==> src/rtl/jcl_pkg.sv <==
// Types and constants for the JSON character lexer.
// Used by json_char_lexer_top; depends on nothing else.
`default_nettype none

package jcl_pkg;

    // Lexer modes, one-hot
    typedef enum logic [4:0] {
        MODE_IDLE = 5'b00001,
        MODE_STR  = 5'b00010,
        MODE_NUM  = 5'b00100,
        MODE_ID   = 5'b01000,
        MODE_ERR  = 5'b10000
    } mode_t;

    // Event kinds
    localparam logic [1:0] EV_APPEND = 2'd0;
    localparam logic [1:0] EV_DONE   = 2'd1;
    localparam logic [1:0] EV_ERROR  = 2'd2;

    // Token kinds
    localparam logic [3:0] TOK_NONE   = 4'd0;
    localparam logic [3:0] TOK_STRING = 4'd1;
    localparam logic [3:0] TOK_NUMBER = 4'd2;
    localparam logic [3:0] TOK_IDENT  = 4'd3;
    localparam logic [3:0] TOK_COMMA  = 4'd4;
    localparam logic [3:0] TOK_COLON  = 4'd5;
    localparam logic [3:0] TOK_LBRACE = 4'd6;
    localparam logic [3:0] TOK_RBRACE = 4'd7;
    localparam logic [3:0] TOK_LBRACK = 4'd8;
    localparam logic [3:0] TOK_RBRACK = 4'd9;

    // Error codes
    localparam logic [1:0] ERR_NONE       = 2'd0;
    localparam logic [1:0] ERR_BAD_START  = 2'd1;
    localparam logic [1:0] ERR_BAD_NUMBER = 2'd2;
    localparam logic [1:0] ERR_BAD_IDENT  = 2'd3;

    // Characters
    localparam logic [7:0] CH_BSLASH = 8'h5C;
    localparam logic [7:0] CH_SQUOTE = 8'h27;
    localparam logic [7:0] CH_DQUOTE = 8'h22;
    localparam logic [7:0] CH_COMMA  = 8'h2C;
    localparam logic [7:0] CH_COLON  = 8'h3A;
    localparam logic [7:0] CH_LBRACE = 8'h7B;
    localparam logic [7:0] CH_RBRACE = 8'h7D;
    localparam logic [7:0] CH_LBRACK = 8'h5B;
    localparam logic [7:0] CH_RBRACK = 8'h5D;
    localparam logic [7:0] CH_MINUS  = 8'h2D;
    localparam logic [7:0] CH_UNDER  = 8'h5F;
    localparam logic [7:0] CH_DOT    = 8'h2E;
    localparam logic [7:0] CH_SPACE  = 8'h20;
    localparam logic [7:0] CH_TAB    = 8'h09;
    localparam logic [7:0] CH_LF     = 8'h0A;
    localparam logic [7:0] CH_CR     = 8'h0D;
    localparam logic [7:0] CH_FF     = 8'h0C;

    // Width of the position fields in a result
    localparam int unsigned POS_W = 16;

    // One result beat
    typedef struct packed {
        logic [1:0]       event_kind;
        logic [3:0]       token_kind;
        logic [7:0]       byte_value;
        logic [POS_W-1:0] line_number;
        logic [POS_W-1:0] column_number;
        logic [1:0]       error_code;
        logic             last_of_run;
    } res_t;

    function automatic logic is_digit(input logic [7:0] b);
        return (b >= 8'h30) && (b <= 8'h39);
    endfunction

    function automatic logic is_alpha(input logic [7:0] b);
        return ((b >= 8'h61) && (b <= 8'h7A)) || ((b >= 8'h41) && (b <= 8'h5A));
    endfunction

    function automatic res_t mk_res(
        input logic [1:0] ev,
        input logic [3:0] tok,
        input logic [7:0] byt,
        input logic [1:0] err
    );
        res_t r;
        r               = '0;
        r.event_kind    = ev;
        r.token_kind    = tok;
        r.byte_value    = byt;
        r.error_code    = err;
        return r;
    endfunction

endpackage

`default_nettype wire

==> src/rtl/json_char_lexer_top.sv <==
// JSON character lexer on jcl_pkg: one text byte per beat in, event beats out.
// Events are registered in the result queue before they are offered on the master side.
// Throughput: one byte per cycle while m_tready stays high and each byte yields at most
// one event; a byte that yields two events (flush plus punctuation) adds a beat that
// the single-beat output port must drain from a four-entry result queue.
// Reset: asynchronous, active low; mode idle, line 1, column 1, queue empty.
`default_nettype none

module json_char_lexer_top #(
    parameter int unsigned LINE_BITS   = 16,
    parameter int unsigned COLUMN_BITS = 16
) (
    input  wire logic        clk,
    input  wire logic        rst_n,
    // input stream
    input  wire logic        s_tvalid,
    output logic             s_tready,
    input  wire logic [7:0]  s_tdata,   // [7:0] text_byte
    input  wire logic        s_tlast,   // final_byte
    // event stream
    output logic             m_tvalid,
    input  wire logic        m_tready,
    output logic [47:0]      m_tdata,   // [3:0] token_kind, [11:4] byte_value,
                                        // [27:12] line_number, [43:28] column_number,
                                        // [45:44] error_code, [47:46] zero
    output logic [1:0]       m_tuser,   // [1:0] event_kind
    output logic             m_tlast    // last_of_run
);

    localparam int unsigned QDEPTH = 4;
    localparam int unsigned QPTR_W = $clog2(QDEPTH);
    localparam int unsigned QCNT_W = $clog2(QDEPTH + 1);
    localparam logic [QCNT_W-1:0] QREADY_MAX = QCNT_W'(QDEPTH - 2);

    // lexer state
    jcl_pkg::mode_t          mode_reg, mode_next;
    logic                    dq_reg, dq_next;
    logic                    dot_reg, dot_next;
    logic [LINE_BITS-1:0]    line_reg, line_next;
    logic [COLUMN_BITS-1:0]  col_reg, col_next;

    // result queue
    jcl_pkg::res_t           q_reg [QDEPTH];
    logic [QPTR_W-1:0]       rd_ptr_reg, rd_ptr_next;
    logic [QPTR_W-1:0]       wr_ptr_reg, wr_ptr_next;
    logic [QCNT_W-1:0]       cnt_reg, cnt_next;

    logic                    accept, pop;
    logic [7:0]              b;
    logic                    fin;

    // per-byte events: an optional flush of the pending token and an optional main event
    logic                    flush_vld, main_vld;
    jcl_pkg::res_t           flush_res, main_res, res_a, res_b;
    logic [1:0]              n_res;
    logic [3:0]              pend_kind;
    logic                    pending;
    logic                    close_quote;
    logic [31:0]             line_wide, col_wide;
    jcl_pkg::res_t           head;

    assign b        = s_tdata;
    assign fin      = s_tlast;
    assign s_tready = (cnt_reg <= QREADY_MAX);
    assign accept   = s_tvalid && s_tready;
    assign pop      = m_tvalid && m_tready;

    assign pending     = (mode_reg == jcl_pkg::MODE_NUM) || (mode_reg == jcl_pkg::MODE_ID);
    assign pend_kind   = (mode_reg == jcl_pkg::MODE_NUM) ? jcl_pkg::TOK_NUMBER
                                                         : jcl_pkg::TOK_IDENT;
    assign close_quote = dq_reg ? (b == jcl_pkg::CH_DQUOTE) : (b == jcl_pkg::CH_SQUOTE);

    always_comb
    begin
        mode_next = mode_reg;
        dq_next   = dq_reg;
        dot_next  = dot_reg;
        line_next = line_reg;
        col_next  = col_reg;
        flush_vld = 1'b0;
        main_vld  = 1'b0;
        flush_res = jcl_pkg::mk_res(jcl_pkg::EV_DONE, pend_kind, 8'h00, jcl_pkg::ERR_NONE);
        main_res  = jcl_pkg::mk_res(jcl_pkg::EV_APPEND, jcl_pkg::TOK_NONE, b,
                                    jcl_pkg::ERR_NONE);

        if (mode_reg != jcl_pkg::MODE_ERR)
        begin
            col_next = (&col_reg) ? col_reg : col_reg + 1'b1;
            if (b == jcl_pkg::CH_LF)
            begin
                line_next = (&line_reg) ? line_reg : line_reg + 1'b1;
                col_next  = COLUMN_BITS'(1);
            end
        end

        case (mode_reg)
            jcl_pkg::MODE_ERR:
            begin
                // ignore everything until the final byte
            end
            jcl_pkg::MODE_STR:
            begin
                main_vld = 1'b1;
                if (close_quote)
                begin
                    main_res  = jcl_pkg::mk_res(jcl_pkg::EV_DONE, jcl_pkg::TOK_STRING,
                                                8'h00, jcl_pkg::ERR_NONE);
                    mode_next = jcl_pkg::MODE_IDLE;
                end
                else
                begin
                    main_res = jcl_pkg::mk_res(jcl_pkg::EV_APPEND, jcl_pkg::TOK_STRING,
                                               b, jcl_pkg::ERR_NONE);
                end
            end
            default:
            begin
                case (b)
                    jcl_pkg::CH_BSLASH, jcl_pkg::CH_SQUOTE, jcl_pkg::CH_DQUOTE:
                    begin
                        flush_vld = pending;
                        mode_next = jcl_pkg::MODE_STR;
                        dq_next   = (b == jcl_pkg::CH_DQUOTE);
                    end
                    jcl_pkg::CH_COMMA, jcl_pkg::CH_COLON, jcl_pkg::CH_LBRACE,
                    jcl_pkg::CH_RBRACE, jcl_pkg::CH_LBRACK, jcl_pkg::CH_RBRACK:
                    begin
                        flush_vld = pending;
                        main_vld  = 1'b1;
                        mode_next = jcl_pkg::MODE_IDLE;
                        main_res  = jcl_pkg::mk_res(jcl_pkg::EV_DONE, jcl_pkg::TOK_NONE, b,
                                                    jcl_pkg::ERR_NONE);
                        case (b)
                            jcl_pkg::CH_COMMA:  main_res.token_kind = jcl_pkg::TOK_COMMA;
                            jcl_pkg::CH_COLON:  main_res.token_kind = jcl_pkg::TOK_COLON;
                            jcl_pkg::CH_LBRACE: main_res.token_kind = jcl_pkg::TOK_LBRACE;
                            jcl_pkg::CH_RBRACE: main_res.token_kind = jcl_pkg::TOK_RBRACE;
                            jcl_pkg::CH_LBRACK: main_res.token_kind = jcl_pkg::TOK_LBRACK;
                            default:            main_res.token_kind = jcl_pkg::TOK_RBRACK;
                        endcase
                    end
                    jcl_pkg::CH_SPACE, jcl_pkg::CH_TAB, jcl_pkg::CH_LF,
                    jcl_pkg::CH_CR, jcl_pkg::CH_FF:
                    begin
                        flush_vld = pending;
                        mode_next = jcl_pkg::MODE_IDLE;
                    end
                    default:
                    begin
                        main_vld = 1'b1;
                        if (mode_reg == jcl_pkg::MODE_NUM)
                        begin
                            if ((!jcl_pkg::is_digit(b) && (b != jcl_pkg::CH_DOT)) ||
                                ((b == jcl_pkg::CH_DOT) && dot_reg))
                            begin
                                main_res  = jcl_pkg::mk_res(jcl_pkg::EV_ERROR,
                                                            jcl_pkg::TOK_NONE, b,
                                                            jcl_pkg::ERR_BAD_NUMBER);
                                mode_next = jcl_pkg::MODE_ERR;
                            end
                            else
                            begin
                                main_res.token_kind = jcl_pkg::TOK_NUMBER;
                                if (b == jcl_pkg::CH_DOT)
                                begin
                                    dot_next = 1'b1;
                                end
                            end
                        end
                        else if (mode_reg == jcl_pkg::MODE_ID)
                        begin
                            if (!jcl_pkg::is_alpha(b) && !jcl_pkg::is_digit(b) &&
                                (b != jcl_pkg::CH_UNDER))
                            begin
                                main_res  = jcl_pkg::mk_res(jcl_pkg::EV_ERROR,
                                                            jcl_pkg::TOK_NONE, b,
                                                            jcl_pkg::ERR_BAD_IDENT);
                                mode_next = jcl_pkg::MODE_ERR;
                            end
                            else
                            begin
                                main_res.token_kind = jcl_pkg::TOK_IDENT;
                            end
                        end
                        else
                        begin
                            // idle: the byte must open a number or an identifier
                            if (jcl_pkg::is_digit(b) || (b == jcl_pkg::CH_MINUS))
                            begin
                                mode_next           = jcl_pkg::MODE_NUM;
                                dot_next            = 1'b0;
                                main_res.token_kind = jcl_pkg::TOK_NUMBER;
                            end
                            else if (jcl_pkg::is_alpha(b) || (b == jcl_pkg::CH_UNDER))
                            begin
                                mode_next           = jcl_pkg::MODE_ID;
                                main_res.token_kind = jcl_pkg::TOK_IDENT;
                            end
                            else
                            begin
                                main_res  = jcl_pkg::mk_res(jcl_pkg::EV_ERROR,
                                                            jcl_pkg::TOK_NONE, b,
                                                            jcl_pkg::ERR_BAD_START);
                                mode_next = jcl_pkg::MODE_ERR;
                            end
                        end
                    end
                endcase
            end
        endcase

        // the final byte returns the lexer state to reset values
        if (fin)
        begin
            mode_next = jcl_pkg::MODE_IDLE;
            dq_next   = 1'b0;
            dot_next  = 1'b0;
            line_next = LINE_BITS'(1);
            col_next  = COLUMN_BITS'(1);
        end
    end

    // Position fields carry the low bits of the updated counters.
    assign line_wide = 32'(mode_reg == jcl_pkg::MODE_ERR ? line_reg :
                           ((b == jcl_pkg::CH_LF) ? ((&line_reg) ? line_reg
                                                                 : line_reg + 1'b1)
                                                  : line_reg));
    assign col_wide  = 32'(mode_reg == jcl_pkg::MODE_ERR ? col_reg :
                           ((b == jcl_pkg::CH_LF) ? COLUMN_BITS'(1)
                                                  : ((&col_reg) ? col_reg
                                                                : col_reg + 1'b1)));

    always_comb
    begin
        res_a = flush_vld ? flush_res : main_res;
        res_b = main_res;
        res_a.line_number   = line_wide[jcl_pkg::POS_W-1:0];
        res_a.column_number = col_wide[jcl_pkg::POS_W-1:0];
        res_b.line_number   = line_wide[jcl_pkg::POS_W-1:0];
        res_b.column_number = col_wide[jcl_pkg::POS_W-1:0];
        // mark the last beat of this byte
        res_a.last_of_run   = !(flush_vld && main_vld);
        res_b.last_of_run   = 1'b1;
        n_res = {1'b0, flush_vld} + {1'b0, main_vld};
    end

    always_comb
    begin
        rd_ptr_next = rd_ptr_reg;
        wr_ptr_next = wr_ptr_reg;
        cnt_next    = cnt_reg;
        if (pop)
        begin
            rd_ptr_next = rd_ptr_reg + 1'b1;
        end
        if (accept)
        begin
            wr_ptr_next = wr_ptr_reg + QPTR_W'(n_res);
        end
        cnt_next = cnt_reg + (accept ? QCNT_W'(n_res) : '0) - QCNT_W'(pop);
    end

    always_ff @(posedge clk or negedge rst_n)
    begin
        if (!rst_n)
        begin
            mode_reg   <= jcl_pkg::MODE_IDLE;
            dq_reg     <= 1'b0;
            dot_reg    <= 1'b0;
            line_reg   <= LINE_BITS'(1);
            col_reg    <= COLUMN_BITS'(1);
            rd_ptr_reg <= '0;
            wr_ptr_reg <= '0;
            cnt_reg    <= '0;
        end
        else
        begin
            if (accept)
            begin
                mode_reg <= mode_next;
                dq_reg   <= dq_next;
                dot_reg  <= dot_next;
                line_reg <= line_next;
                col_reg  <= col_next;
            end
            rd_ptr_reg <= rd_ptr_next;
            wr_ptr_reg <= wr_ptr_next;
            cnt_reg    <= cnt_next;
        end
    end

    // queue payload, no reset
    always_ff @(posedge clk)
    begin
        if (accept && (n_res != 2'd0))
        begin
            q_reg[wr_ptr_reg] <= res_a;
        end
        if (accept && (n_res == 2'd2))
        begin
            q_reg[wr_ptr_reg + 1'b1] <= res_b;
        end
    end

    assign head     = q_reg[rd_ptr_reg];
    assign m_tvalid = (cnt_reg != '0);
    assign m_tdata  = {2'b00, head.error_code, head.column_number, head.line_number,
                       head.byte_value, head.token_kind};
    assign m_tuser  = head.event_kind;
    assign m_tlast  = head.last_of_run;

    // never hold more beats than the queue has entries
    a_queue_bound: assert property (@(posedge clk) disable iff (!rst_n)
        cnt_reg <= QCNT_W'(QDEPTH))
        else $error("result queue overflow");

    // the final byte restores the reset position and mode
    a_final_reset: assert property (@(posedge clk) disable iff (!rst_n)
        (accept && fin) |=> (mode_reg == jcl_pkg::MODE_IDLE) &&
                            (line_reg == LINE_BITS'(1)) && (col_reg == COLUMN_BITS'(1)))
        else $error("state not restored after final byte");

    // an error-mode byte produces no beat
    a_err_silent: assert property (@(posedge clk) disable iff (!rst_n)
        (accept && (mode_reg == jcl_pkg::MODE_ERR) && !pop) |=> $stable(cnt_reg))
        else $error("beat produced while in error mode");

    // counters start at one and never wrap to zero
    a_pos_nonzero: assert property (@(posedge clk) disable iff (!rst_n)
        (line_reg != '0) && (col_reg != '0))
        else $error("position counter reached zero");

endmodule

`default_nettype wire
==> config.mk <==
export PLATFORM = sky130hd
export DESIGN_NAME = json_char_lexer_top
export DESIGN_NICKNAME = d
export VERILOG_FILES = /design/src/rtl/jcl_pkg.sv /design/src/rtl/json_char_lexer_top.sv
export SDC_FILE = /design/constraint.sdc
export NUM_CORES = 1
export LEC_CHECK = 0
export BUFFER_PORTS_ARGS = -buffer_cell sky130_fd_sc_hd__buf_2
export CORE_MARGIN = 2
export CORE_UTILIZATION = 58
export DETAILED_ROUTE_END_ITERATION = 10
export GPL_TIMING_DRIVEN = 1
export HOLD_SLACK_MARGIN = 0.08
export PLACE_DENSITY = 0.79
export SLEW_MARGIN = 10
export SYNTH_ARGS = -nofsm -noshare
export SYNTH_HDL_FRONTEND = slang
export SYNTH_SLANG_ARGS = --single-unit
==> constraint.sdc <==
create_clock -name clk -period 11.2 [get_ports clk]
set_input_delay 1.12 -clock clk [delete_from_list [all_inputs] [get_ports clk]]
set_output_delay 1.12 -clock clk [all_outputs]
set_load 0.005 [all_outputs]
# After elaboration in Yosys (flattened, before gate mapping)

Memory sizes are Yosys's and may differ from the RTL's.
Cells that the tools add are included.
Widths: inputs -> output; s select.

Register bits after elaboration: 46
Memory bits (writable): 196
Memories kept: 1

Memory list:

| memory | words | bits a word | read ports | clocked after Yosys merged registers in | write ports | line                      | source |
|---|---|---|---|---|---|---|---|
| q_reg  | 4     | 49          | 1          | 0                                       | 2           | json_char_lexer_top.sv:43 | `jcl_pkg::res_t q_reg [QDEPTH];` |

Reduce and logical (&&, ||, !) cells: 39
Mux-type cells: 65
$add $sub $neg: 10
Order comparisons: 7
Eq/ne operators: 36

Operators by type and width:

| cell                  | number |
|---|---|
| $mux 16               | 14 |
| $pmux 49 s2           | 2 |
| $mux 49               | 3 |
| $add 16x1->16 const B | 4 |
| $eq 8x6->1 const B    | 7 |
| $eq 8x7->1 const B    | 6 |
| $mux 48               | 1 |
| $mux 5                | 8 |
| $eq 8x4->1 const B    | 4 |
| $reduce_and 16->1     | 2 |
| $mux 2                | 11 |
| $mux 1                | 20 |
| $pmux 4 s5            | 1 |
| $pmux 5 s2            | 2 |
| $ge 8x7->1 const B    | 2 |
| $le 8x7->1 const B    | 2 |
| $reduce_or 14->1      | 1 |
| $logic_and 1x1->1     | 12 |
| $reduce_or 11->1      | 1 |
| $ne 3x2->1 const B    | 3 |
| $ge 8x6->1 const B    | 1 |
| $le 8x6->1 const B    | 1 |
| $ne 8x6->1 const B    | 1 |
| $ne 8x7->1 const B    | 1 |
| other kinds (31)      | 47 |

# Depth between registers and ports, before layout

Gate-level depths: netlist (run 1).

Word-level depth: 12
Depth in mapped cells: 18
Mapped depth without buffers: 15

# Worst setup path before layout (run 1)

OpenSTA, ideal clock, no wires.

Path kind: input to register
Start: in s_tdata[6]
End: mem q_reg[3][37] in the netlist's numbering, data pin
Arrival time: 4.837 ns
Setup slack: 6.225 ns
Data required time: 11.061 ns
Path buffers: 4
Stages on the path: 18
Cells stage by stage: clkbuf_1 -> or3b_1 -> buf_2 -> a211oi_2 -> a21oi_1 -> nand3_2 -> nand2_2 -> inv_2 -> ha_1 -> buf_1 -> mux2i_1 -> nand2b_1 -> inv_1 -> nand2_1 -> inv_1 -> nand2_1 -> buf_4 -> nor2_1

RTL lines:

| item            | line                      | source |
|---|---|---|
| start, declared | json_char_lexer_top.sv:18 | `input wire logic [7:0] s_tdata,` |
| end, declared   | json_char_lexer_top.sv:43 |  |

==> key figures, run 1 <==
Power
  – P_leak: 4.50 nW
  – Peak supply drop: 0.000155 V
  – Pwr Density: 211 nW/µm²

Worst setup path
  – Critical Path End Type: flop
  – Cell Chain, Critical Path: buf_2, or3b_2, a211oi_2, a21oi_1, nand3_2, nand2_2, inv_2, ha_1, and3_1, and2_1, nor2_2, buf_4, inv_2, buf_4, nand2_1, nor2_1
  – WS Path Type: primary input to flop
  – CP max stage cell: inv_2
  – Crit-path max FO: 32
  – Slowest cell delay on critical path: 0.55 ns
  – Startpoint Class: primary input
  – Critical Path RT: 11.56 ns
  – CP arrival: 5.08 ns

Detailed routing
  – Drc violations: 0
  – Vias/cell: 6.27
  – Router iterations before antenna repair: 5
  – 1st-iter DRT viols: 1,021
  – Vias: 8,455
  – Post-route antenna net violation count: 0
  – WL/cell: 20.5 µm
  – Final WL: 27.7 mm

Synthesis
  – Share of the synthesized area in the top cell type: 48.0%
  – EDFF count, synth: 192
  – Post-synthesis cell area: 12,000 µm²
  – Synth cell types: 78
  – Top post-synthesis cells by area: edfxtp_1 48%, mux4_2 9.2%, dfrtp_1 9.0%
  – Sequential area share after synthesis: 58.3%
  – Ys async rst share: 19.0%
  – #FFs+latches synth: 242
  – Post-Synthesis Cells: 1,022
  – Syn Area/Cell: 11.7 µm²
  – Cell accounting for the most synthesized area: edfxtp_1
  – YS warnings: 0
  – Top FF cell, synth: edfxtp_1

Timing
  – Setup TNS Final: 0 ns
  – Final hold violations: 0
  – Worst-Margin Slew: 1.00 ns
  – Final setup fails: 0
  – FMAX: 212 MHz
  – RSZ-0062 raised after global routing: no
  – Rel. slew slack: 33.1%
  – Post-Route Skew: 0.0124 ns
  – Fin crit share: 42.1%
  – Final Slew Violations: 0
  – Final min period: 4.72 ns

GRT
  – Tot GR Track Use: 25.8%
  – Largest net degree at the start of global routing: 52
  – First-pass GRT wire length: 44.6 mm
  – Initial antenna violation count: 0
  – Number of global-route vias before repair: 8,368
  – Grt total ovfl: 0

Clock network
  – CTS sink count: 242
  – Cts bufs inserted: 25
  – CTS clk-pin slew, worst paths: 0.05 ns
  – Post-CTS Hold Fix Bufs: 0
  – Worst-Skew Late Latency: 0.51 ns
  – Post-CTS Resized: 0
  – Clock Tree Buf Depth: 3
  – Clock Tree Root: clkbuf_16
  – Total number of H-tree levels: 1
  – CTS tree: built
  – Number of setup buffers added after CTS: 0

Final layout
  – Layout cells sized above 1: 18.4%
  – Max reg flops: 196
  – Nets: 1,083
  – Commonest non-fill, non-tap cell in the layout: nor2_1
  – Syn-to-layout area delta: 10.5%
  – Most frequent cells in the layout: 214 x nor2_1, 192 x edfxtp_1, 83 x nand2_1
  – Diode count: 0
  – Final non-filler cell total: 1,348
  – Layout fillers: 1,502

Die
  – Effective utilization at floorplan: 59.1%
  – Chip Height: 148 µm
  – Std cell rows: 52
  – Chip Width: 148 µm
  – IO Count: 66
  – Die area: 21,900 µm²
  – Core ar.: 20,300 µm²

Place
  – Dpl hpwl: 17.5 mm
  – Routability Congestion: 0.914
  – IO buf count: 63
  – Placed instance count: 1,304

Outcome
  – Outcome: complete, no violations

Job
  – Max-cap violations: 0

Hold path
  – Worst min-delay path class: flop to flop
## metrics by stage
stage	total power [W]	utilization (%)	cell area [µm²]	worst slack (ns)	hold WS, ns
2_1_floorplan	0.00174	-	12000	6.22	0.451
3_3_place_gp	0.00199	61.5	12500	6.10	0.486
3_5_place_dp	0.00201	61.5	12500	5.96	0.492
4_1_cts	0.00282	65.3	13300	6.47	0.502
5_1_grt	0.00293	65.3	13300	6.10	0.515
6_report	0.00280	65.3	13300	6.48	0.501
## worst paths after layout
check                             from            end  slack [ns]  cells after the start
min                         cnt_reg[2]     cnt_reg[2]        0.50                      1
max in group asynchronous        rst_n  rd_ptr_reg[0]       10.00                      2
min in group asynchronous        rst_n    line_reg[7]        0.71                      2
max reg2reg                mode_reg[4]   q_reg[2][12]        7.23                     14
max                         s_tdata[2]   q_reg[2][12]        6.48                     16
min reg2reg                 cnt_reg[2]     cnt_reg[2]        0.50                      1
## power breakdown
group          leakage [nW]  switching [W]  internal (W)  total, W
Sequential             2.33       0.000131       0.00111   0.00124
Combinational          1.78       0.000400      0.000352  0.000752
Clock                 0.385       0.000329      0.000480  0.000809
## layer usage
layer,GRT usage [%],share of wire (%),vias up
met2,43.1,50,404
met5,0,0,-
met4,7.38,2.1,0
met1,36.2,40,4185
li1,-,-,3816
met3,3.15,7.6,50
## cell families after synthesis
family / synth area share [%]
muxes: 9.89
adders and majority gates: 1.00
xor gates and xnor gates: 2.19
AOI/OAI and AO/OA: 8.22
DFF: 58.3
other: 0.0312
buffers and inverters: 3.15
and+or+nand+nor: 17.2
## final cells by class
class	instances	area, µm²	share of cell area (%)
multi-input combinational	692	4630	34.9
timing repair buffer	75	405	3.06
sequential	242	7010	52.8
clock buffer	33	656	4.94
inverter	25	93.8	0.708
tap	270	338	2.55
clock inverter	11	130	0.981
## synth_stat cells (4+ instances only)
cell / instances
o31ai_1: 15
nor2_1: 215
xnor2_1: 17
mux2i_1: 5
inv_1: 23
buf_2: 14
o21a_1: 5
a21oi_1: 34
o22ai_1: 5
clkbuf_1: 36
nand3_1: 35
nand3b_1: 4
and2_1: 7
a31oi_1: 5
o32ai_1: 4
and3_1: 14
mux4_2: 49
buf_4: 6
a22o_1: 8
xor2_1: 13
edfxtp_1: 192
nand2b_1: 11
or3_1: 7
or2_2: 4
and4_1: 6
dfxtp_1: 4
nand4_1: 7
nor3_1: 15
ha_1: 8
o21ai_0: 51
dfrtp_1: 43
buf_1: 5
nor3_2: 4
nand2_1: 83
nor4_1: 5
## critical path: cells and delay by family
family                     cells  cell delay, ns
buffers and inverters          5            1.61
and+or+nand+nor                8            1.58
AOI/OAI and AO/OA              2            0.37
adders and majority gates      1            0.37
(Power assumes the default switching activity.)
==> run 2: changes to the inputs <==
Settings changed: ABC_AREA set to 1, CORE_UTILIZATION 58 to 56, PLACE_DENSITY 0.79 to 0.8.
Clock period 11.2 ns to 4.27 ns, I/O delays scaled along.
==> run 2 against run 1 <==
Against the previous run: sequential share of layout area down 0.61 points; critical endpoint is now q_reg[2][36]; synthesized cell count up 28%; combinational power rose to 3.7 times the previous value; synthesized area up 0.59%; largest cell class unchanged.
==> key figures, run 2 <==
GRT
  – Grt total ovfl: 0 (unchanged)
  – First-pass GRT wire length: 46.8 mm (was 44.6 mm)
  – Largest net degree at the start of global routing: 101 (was 52)
  – Number of global-route vias before repair: 9,073 (was 8,368)
  – Met2 global-route usage: 42.0% (was 43.1%)
  – Grt peak-use layer: met2 (unchanged)
  – Initial antenna violation count: 0 (unchanged)
  – M3 GR Usage: 3.86% (was 3.15%)
  – Tot GR Track Use: 26.3% (was 25.8%)
  – Met1 Use GR: 37.6% (was 36.2%)

Place
  – Dpl hpwl: 19.2 mm (was 17.5 mm)
  – Routability Congestion: 0.970 (was 0.914)
  – Dpl ws: 0.747 ns (was 5.96 ns)
  – Placed instance count: 1,607 (was 1,304)
  – IO buf count: 63 (unchanged)
  – Post-DP Area: 12,600 µm² (was 12,500 µm²)

Final layout
  – Max reg flops: 196 (unchanged)
  – Layout cells sized above 1: 12.3% (was 18.4%)
  – Syn-to-layout area delta: 11.0% (was 10.5%)
  – Final Instance Area: 13,400 µm² (was 13,300 µm²)
  – Commonest non-fill, non-tap cell in the layout: nor2_1 (unchanged)
  – Diode count: 0 (unchanged)
  – Most frequent cells in the layout: 317 x nor2_1, 192 x edfxtp_1, 171 x nand2_1 (was 214 x nor2_1, 192 x edfxtp_1, 83 x nand2_1)
  – Final non-filler cell total: 1,655 (was 1,348)
  – Nets: 1,383 (was 1,083)

Synthesis
  – #FFs+latches synth: 242 (unchanged)
  – Syn Area/Cell: 9.23 µm² (was 11.7 µm²)
  – Post-synthesis cell area: 12,100 µm² (was 12,000 µm²)
  – Synth cell count leaders: 318 x nor2_1, 192 x edfxtp_1, 171 x nand2_1 (was 215 x nor2_1, 192 x edfxtp_1, 83 x nand2_1)
  – Top post-synthesis cells by area: edfxtp_1 48%, nor2_1 9.9%, dfrtp_1 8.9% (was edfxtp_1 48%, mux4_2 9.2%, dfrtp_1 9.0%)
  – Cell accounting for the most synthesized area: edfxtp_1 (unchanged)
  – Post-Synthesis Cells: 1,309 (was 1,022)
  – Sequential area share after synthesis: 58.0% (was 58.3%)
  – Count leader, synth: nor2_1 (unchanged)
  – Share of the synthesized area in the top cell type: 47.7% (was 48.0%)
  – Ys async rst share: 19.0% (unchanged)
  – Top FF cell, synth: edfxtp_1 (unchanged)
  – YS warnings: 0 (unchanged)
  – EDFF count, synth: 192 (unchanged)
  – Synth cell types: 54 (was 78)

Detailed routing
  – WL/cell: 18.0 µm (was 20.5 µm)
  – Router iterations before antenna repair: 6 (was 5)
  – Final WL: 29.8 mm (was 27.7 mm)
  – Post-route antenna net violation count: 0 (unchanged)
  – Drc violations: 0 (unchanged)
  – Vias/cell: 5.80 (was 6.27)
  – Vias: 9,605 (was 8,455)
  – 1st-iter DRT viols: 1,092 (was 1,021)

Die
  – Std cell rows: 53 (was 52)
  – Chip Width: 151 µm (was 148 µm)
  – Core ar.: 21,100 µm² (was 20,300 µm²)
  – Effective utilization at floorplan: 57.3% (was 59.1%)
  – IO Count: 66 (unchanged)
  – Chip Height: 151 µm (was 148 µm)
  – Die area: 22,800 µm² (was 21,900 µm²)

Power
  – Clk pwr share: 25.9% (was 28.9%)
  – Switching Power: 0.00299 W (was 0.000860 W)
  – Logic pwr share: 34.8% (was 26.8%)
  – Internal power: 0.00499 W (was 0.00194 W)
  – Pwr Density: 595 nW/µm² (was 211 nW/µm²)
  – Peak supply drop: 0.000357 V (was 0.000155 V)
  – Switching share of power: 37.5% (was 30.7%)
  – Seq pwr share: 39.3% (was 44.3%)
  – P_leak: 5.08 nW (was 4.50 nW)

Clock network
  – Clock Tree Buf Depth: 3 (unchanged)
  – Cts bufs inserted: 26 (was 25)
  – CTS tree: built (unchanged)
  – Total number of H-tree levels: 1 (unchanged)
  – CTS sink count: 242 (unchanged)
  – Worst-Skew Late Latency: 0.52 ns (was 0.51 ns)
  – Clock Tree Root: clkbuf_16 (unchanged)
  – CTS clk-pin slew, worst paths: 0.06 ns (was 0.05 ns)
  – Number of setup buffers added after CTS: 0 (unchanged)

Hold path
  – Worst Hold Launch: s_tlast (was cnt_reg[2])
  – Worst min-delay path class: primary input to flop (was flop to flop)
  – Worst hold stages: 2 (was 1)

Job
  – Max-cap violations: 0 (unchanged)

Timing
  – Final Slew Violations: 0 (unchanged)
  – Worst-Margin Slew: 1.15 ns (was 1.00 ns)
  – Final min period: 3.42 ns
  – FMAX: 293 MHz
  – Rel. slew slack: 23.0% (was 33.1%)
  – Fin crit share: 80.1%
  – Post-Route Skew: 0.0115 ns (was 0.0124 ns)
  – Final hold violations: 0 (unchanged)
  – Setup TNS Final: 0 ns (unchanged)
  – Final Hold Slack: 0.318 ns (was 0.501 ns)
  – Final setup fails: 0 (unchanged)
  – Worst setup slack after layout: 0.852 ns (was 6.48 ns)
  – RSZ-0062 raised after global routing: no (unchanged)

Worst setup path
  – R2r worst-path depth: 16 (was 14)
  – Worst r2r src: mode_reg[0] (was mode_reg[4])
  – Crit-path max FO: 19 (was 32)
  – CP arrival: 3.68 ns (was 5.08 ns)
  – Startpoint Class: flop (was primary input)
  – CP startpoint: mode_reg[0] (was s_tdata[2])
  – WS Path Type: flop to flop (was primary input to flop)
  – Critical Path RT: 4.53 ns (was 11.56 ns)
  – Critical Path End Type: flop (unchanged)

Outcome
  – Outcome: complete, no violations (unchanged)
-- run 2: cell count changes after synthesis, moves of 14 or more --
| cell | before | now |
|---|---|---|
| a21oi_1 | 34 | 52 |
| inv_1 | 23 | 99 |
| mux4_2 | 49 | 0 |
| nand2_1 | 83 | 171 |
| nor2_1 | 215 | 318 |
| o21ai_0 | 51 | 131 |
| o21ai_1 | 2 | 18 |
| o22ai_1 | 5 | 56 |
| o31ai_1 | 15 | 1 |
| xnor2_1 | 17 | 2 |
-- run 2: through the flow --
step / power (W) / util [%]
after detailed placement: 0.00591 / 59.8
after global routing: 0.00839 / 63.6
after floorplan: 0.00487 / -
final: 0.00798 / 63.6
after CTS: 0.00798 / 63.6
after global placement: 0.00584 / 59.8
-- run 2: cells by family (layout without fill, tap and decap cells) --
family / Yosys count / in the layout / share of synthesized area, %
buffers and inverters: 163 / 233 / 5.65
flip-flops: 242 / 242 / 58.0
other: 1 / 2 / 0.0310
adder cells (fa/ha/maj): 9 / 9 / 0.995
AND/OR/NAND/NOR: 592 / 592 / 20.8
AO/OA/AOI/OAI: 273 / 273 / 12.4
XOR/XNOR: 29 / 29 / 2.17
-- run 2: critical path, cell delays in order, from the launching register on --
cell	delay (ns)
dfstp_2	0.53
nor2_1	0.07
nand3_2	0.17
inv_2	0.15
nor2_1	0.32
inv_1	0.14
o21ai_0	0.24
inv_1	0.07
ha_1	0.23
nand2_1	0.20
inv_1	0.10
nand2_1	0.11
inv_1	0.10
nor2_2	0.13
inv_2	0.20
nand2_2	0.30
nor2_1	0.09
-- run 2: worst paths after layout --
path                            endpoint  slack, ns
max                         q_reg[2][36]       0.85
min reg2reg                  mode_reg[0]       0.47
max in group asynchronous  rd_ptr_reg[0]       3.29
min in group asynchronous         dq_reg       0.53
min                               dq_reg       0.32
max reg2reg                 q_reg[2][36]       0.85
-- run 2: repair_timing --
action,CTS,global route
gates resized for setup,0,0
endpoints found under the hold margin,43,0
hold buffers,1,0
-- run 2: routing by layer --
metal,part of all wire (%),vias to the layer above
met5,0,-
met4,2.7,0
met3,8.4,62
met2,47,437
met1,42,4568
li1,-,4538
-- run 2: final cells by class --
cell class / count / area, µm²
sequential: 242 / 7000
clock inverter: 7 / 36.3
multi-input combinational: 905 / 4400
clock buffer: 40 / 744
fill: 1653 / 7680
inverter: 107 / 407
timing repair buffer: 79 / 475
tap: 275 / 344
-- run 2: power groups by stage --
stage          Combinational, W  Sequential, W  Clock (W)
2_1_floorplan           0.00176        0.00311          0
3_3_place_gp            0.00268        0.00316          0
3_5_place_dp            0.00274        0.00317          0
4_1_cts                 0.00276        0.00313    0.00208
5_1_grt                 0.00306        0.00316    0.00217
6_report                0.00277        0.00314    0.00207
==> run 3: changes to the inputs <==
Settings changed: CORE_UTILIZATION 56 to 58, PLACE_DENSITY 0.8 to 0.79.
Clock period 4.27 ns to 3.15 ns, I/O delays scaled along.
==> run 3 against run 2 <==
Against the previous run: highest routed layer unchanged; global-route usage up 0.99 points; sequential power is 34% higher; largest power group unchanged; sequential cell count is the same; critical path depth shrank 1; clock skew decreased by 0.00050 ns; first-iteration DRC count decreased by 23%; wire length rose by 0.40%.
==> key figures, run 3 (synthesis results as in run 2) <==
Final layout
  – Layout cells sized above 1: 14.7% (was 12.3%)
  – Commonest non-fill, non-tap cell in the layout: nor2_1 (unchanged)
  – Most frequent cells in the layout: 313 x nor2_1, 192 x edfxtp_1, 166 x nand2_1 (was 317 x nor2_1, 192 x edfxtp_1, 171 x nand2_1)
  – Nets: 1,398 (was 1,383)
  – Max reg flops: 196 (unchanged)
  – Syn-to-layout area delta: 13.4% (was 11.0%)
  – Diode count: 0 (unchanged)
  – Post-Route Utilization: 67.2% (was 63.6%)
  – Final non-filler cell total: 1,663 (was 1,655)

Hold path
  – Worst min-delay path class: primary input to flop (unchanged)

Worst setup path
  – Worst path top cell family by delay: adder cells (was simple AND/OR/NAND/NOR gates)
  – Cell Chain, Critical Path: nor2_1, nand3b_1, nor2_2, nor2_4, inv_2, o21ai_2, ha_1, nand2_1, ha_1, inv_1, ha_1, inv_1, fa_1, xnor2_1, xor2_1 (was nor2_1, nand3_2, inv_2, nor2_1, inv_1, o21ai_0, inv_1, ha_1, nand2_1, inv_1, nand2_1, inv_1, nor2_2, inv_2, nand2_2, nor2_1)
  – WS Path Type: flop to flop (unchanged)
  – Most used cell, CP: ha_1 (was inv_1)
  – CP arrival: 3.30 ns (was 3.68 ns)
  – Critical Path End Type: flop (unchanged)
  – Startpoint Class: flop (unchanged)
  – Slowest cell delay on critical path: 0.41 ns (was 0.53 ns)
  – Worst Path Buf+Inv: 3 (was 6)
  – Crit-path max FO: 6 (was 19)
  – CP max stage cell: dfrtp_1 (was dfstp_2)
  – Critical Path RT: 3.58 ns (was 4.53 ns)

Detailed routing
  – Vias: 9,581 (was 9,605)
  – WL/cell: 18.0 µm (about the same)
  – Vias/cell: 5.76 (was 5.80)
  – Post-route antenna net violation count: 0 (unchanged)
  – Router iterations before antenna repair: 5 (was 6)
  – 1st-iter DRT viols: 837 (was 1,092)
  – Final WL: 30.0 mm (was 29.8 mm)
  – Drc violations: 0 (unchanged)

Die
  – Chip Height: 148 µm (was 151 µm)
  – Std cell rows: 52 (was 53)
  – Core ar.: 20,400 µm² (was 21,100 µm²)
  – IO Count: 66 (unchanged)
  – Chip Width: 148 µm (was 151 µm)
  – Die area: 22,000 µm² (was 22,800 µm²)
  – Effective utilization at floorplan: 59.3% (was 57.3%)

Clock network
  – Cts bufs inserted: 25 (was 26)
  – Clock Tree Buf Depth: 3 (unchanged)
  – Worst-Skew Late Latency: 0.51 ns (was 0.52 ns)
  – CTS sink count: 242 (unchanged)
  – CTS tree: built (unchanged)
  – CTS clk-pin slew, worst paths: 0.06 ns (about the same)
  – Total number of H-tree levels: 1 (unchanged)
  – Clock Tree Root: clkbuf_16 (unchanged)

Timing
  – Final setup fails: 0 (unchanged)
  – Final hold violations: 0 (unchanged)
  – Post-Route Skew: 0.0110 ns (was 0.0115 ns)
  – Final Hold Slack: 0.256 ns (was 0.318 ns)
  – Worst-Margin Slew: 0.933 ns (was 1.15 ns)
  – RSZ-0062 raised after global routing: no (unchanged)
  – Rel. slew slack: 37.2% (was 23.0%)
  – Final min period: 2.87 ns (was 3.42 ns)
  – Fin crit share: 91.0% (was 80.1%)
  – FMAX: 349 MHz (was 293 MHz)
  – Final Slew Violations: 0 (unchanged)

Place
  – Routability Congestion: 0.940 (was 0.970)
  – IO buf count: 63 (unchanged)
  – Dpl hpwl: 19.4 mm (was 19.2 mm)
  – Placed instance count: 1,618 (was 1,607)

GRT
  – Largest net degree at the start of global routing: 101 (unchanged)
  – Tot GR Track Use: 27.3% (was 26.3%)
  – Number of global-route vias before repair: 9,218 (was 9,073)
  – Initial antenna violation count: 0 (unchanged)
  – First-pass GRT wire length: 47.4 mm (was 46.8 mm)
  – Grt total ovfl: 0 (unchanged)

Job
  – Max-cap violations: 0 (unchanged)

Power
  – Pwr Density: 804 nW/µm² (was 595 nW/µm²)
  – Peak supply drop: 0.000600 V (was 0.000357 V)
  – P_leak: 5.17 nW (was 5.08 nW)

Outcome
  – Outcome: complete, no violations (unchanged)
-- run 3: cell types whose count changed in the layout (fill, tap and decap cells not counted), moves of 3 or more --
cell and change:
nand2_1 -5, nand2_2 +4, buf_12 +4, nor2_1 -4, buf_4 +12, clkinvlp_4 +5, bufinv_16 +3, inv_1 -7
nor2_4 +6
-- run 3: power by group --
part / internal, W / total [W] / switching (W)
sequential: 0.00397 / 0.00421 / 0.000240
combinational: 0.00126 / 0.00392 / 0.00265
clock: 0.00171 / 0.00288 / 0.00118
-- run 3: worst min-delay path, cell delays in order --
cell	delay (ns)
buf_2	0.12
clkinvlp_4	0.11
nor2_1	0.05
-- run 3: per-layer routing --
layer | vias to the layer above | track usage, % | wire length (µm)
met5 | - | 0 | 0
met4 | 0 | 5.86 | 380
met3 | 37 | 4.42 | 2360
met2 | 384 | 45.2 | 14700
met1 | 4573 | 38.6 | 12600
li1 | 4587 | - | -
-- run 3: what timing repair did --
item                       in CTS  in global routing
hold endpoints to repair       27                  0
setup buffers                   0                  0
setup endpoints to repair       0                  1
hold buffers                    1                  0
gates resized for setup         0                  1
-- run 3: area by class of cell --
cell class / count / area (µm²)
clock inverters: 10 / 128
repair buffers: 95 / 646
fillers: 1592 / 6670
well taps: 270 / 338
inverters: 107 / 430
clock buffers: 34 / 659
multi-input cells: 905 / 4490
flip-flops and latches: 242 / 7000
-- run 3: per-stage QoR --
step	setup TNS (ns)	setup WS [ns]	area [µm²]	power [W]
floorplan	-1.07	-0.0488	12200	0.00664
global placement	0	0.120	12900	0.00805
detailed placement	0	0.0926	12900	0.00815
CTS	0	0.190	13700	0.0110
global route	0	0.0350	13700	0.0116
finish	0	0.282	13700	0.0110
-- run 3: worst paths after layout --
kind                             startpoint            to  slack, ns  cells past startpoint
min in group asynchronous             rst_n   mode_reg[4]       0.39                      2
worst max register to register  mode_reg[3]    cnt_reg[2]       0.28                     15
worst min-delay path             s_tdata[6]  q_reg[1][41]       0.26                      3
worst min register to register  mode_reg[0]   mode_reg[0]       0.48                      2
worst max-delay path            mode_reg[3]    cnt_reg[2]       0.28                     15
max in group asynchronous             rst_n    col_reg[0]       1.95                      3
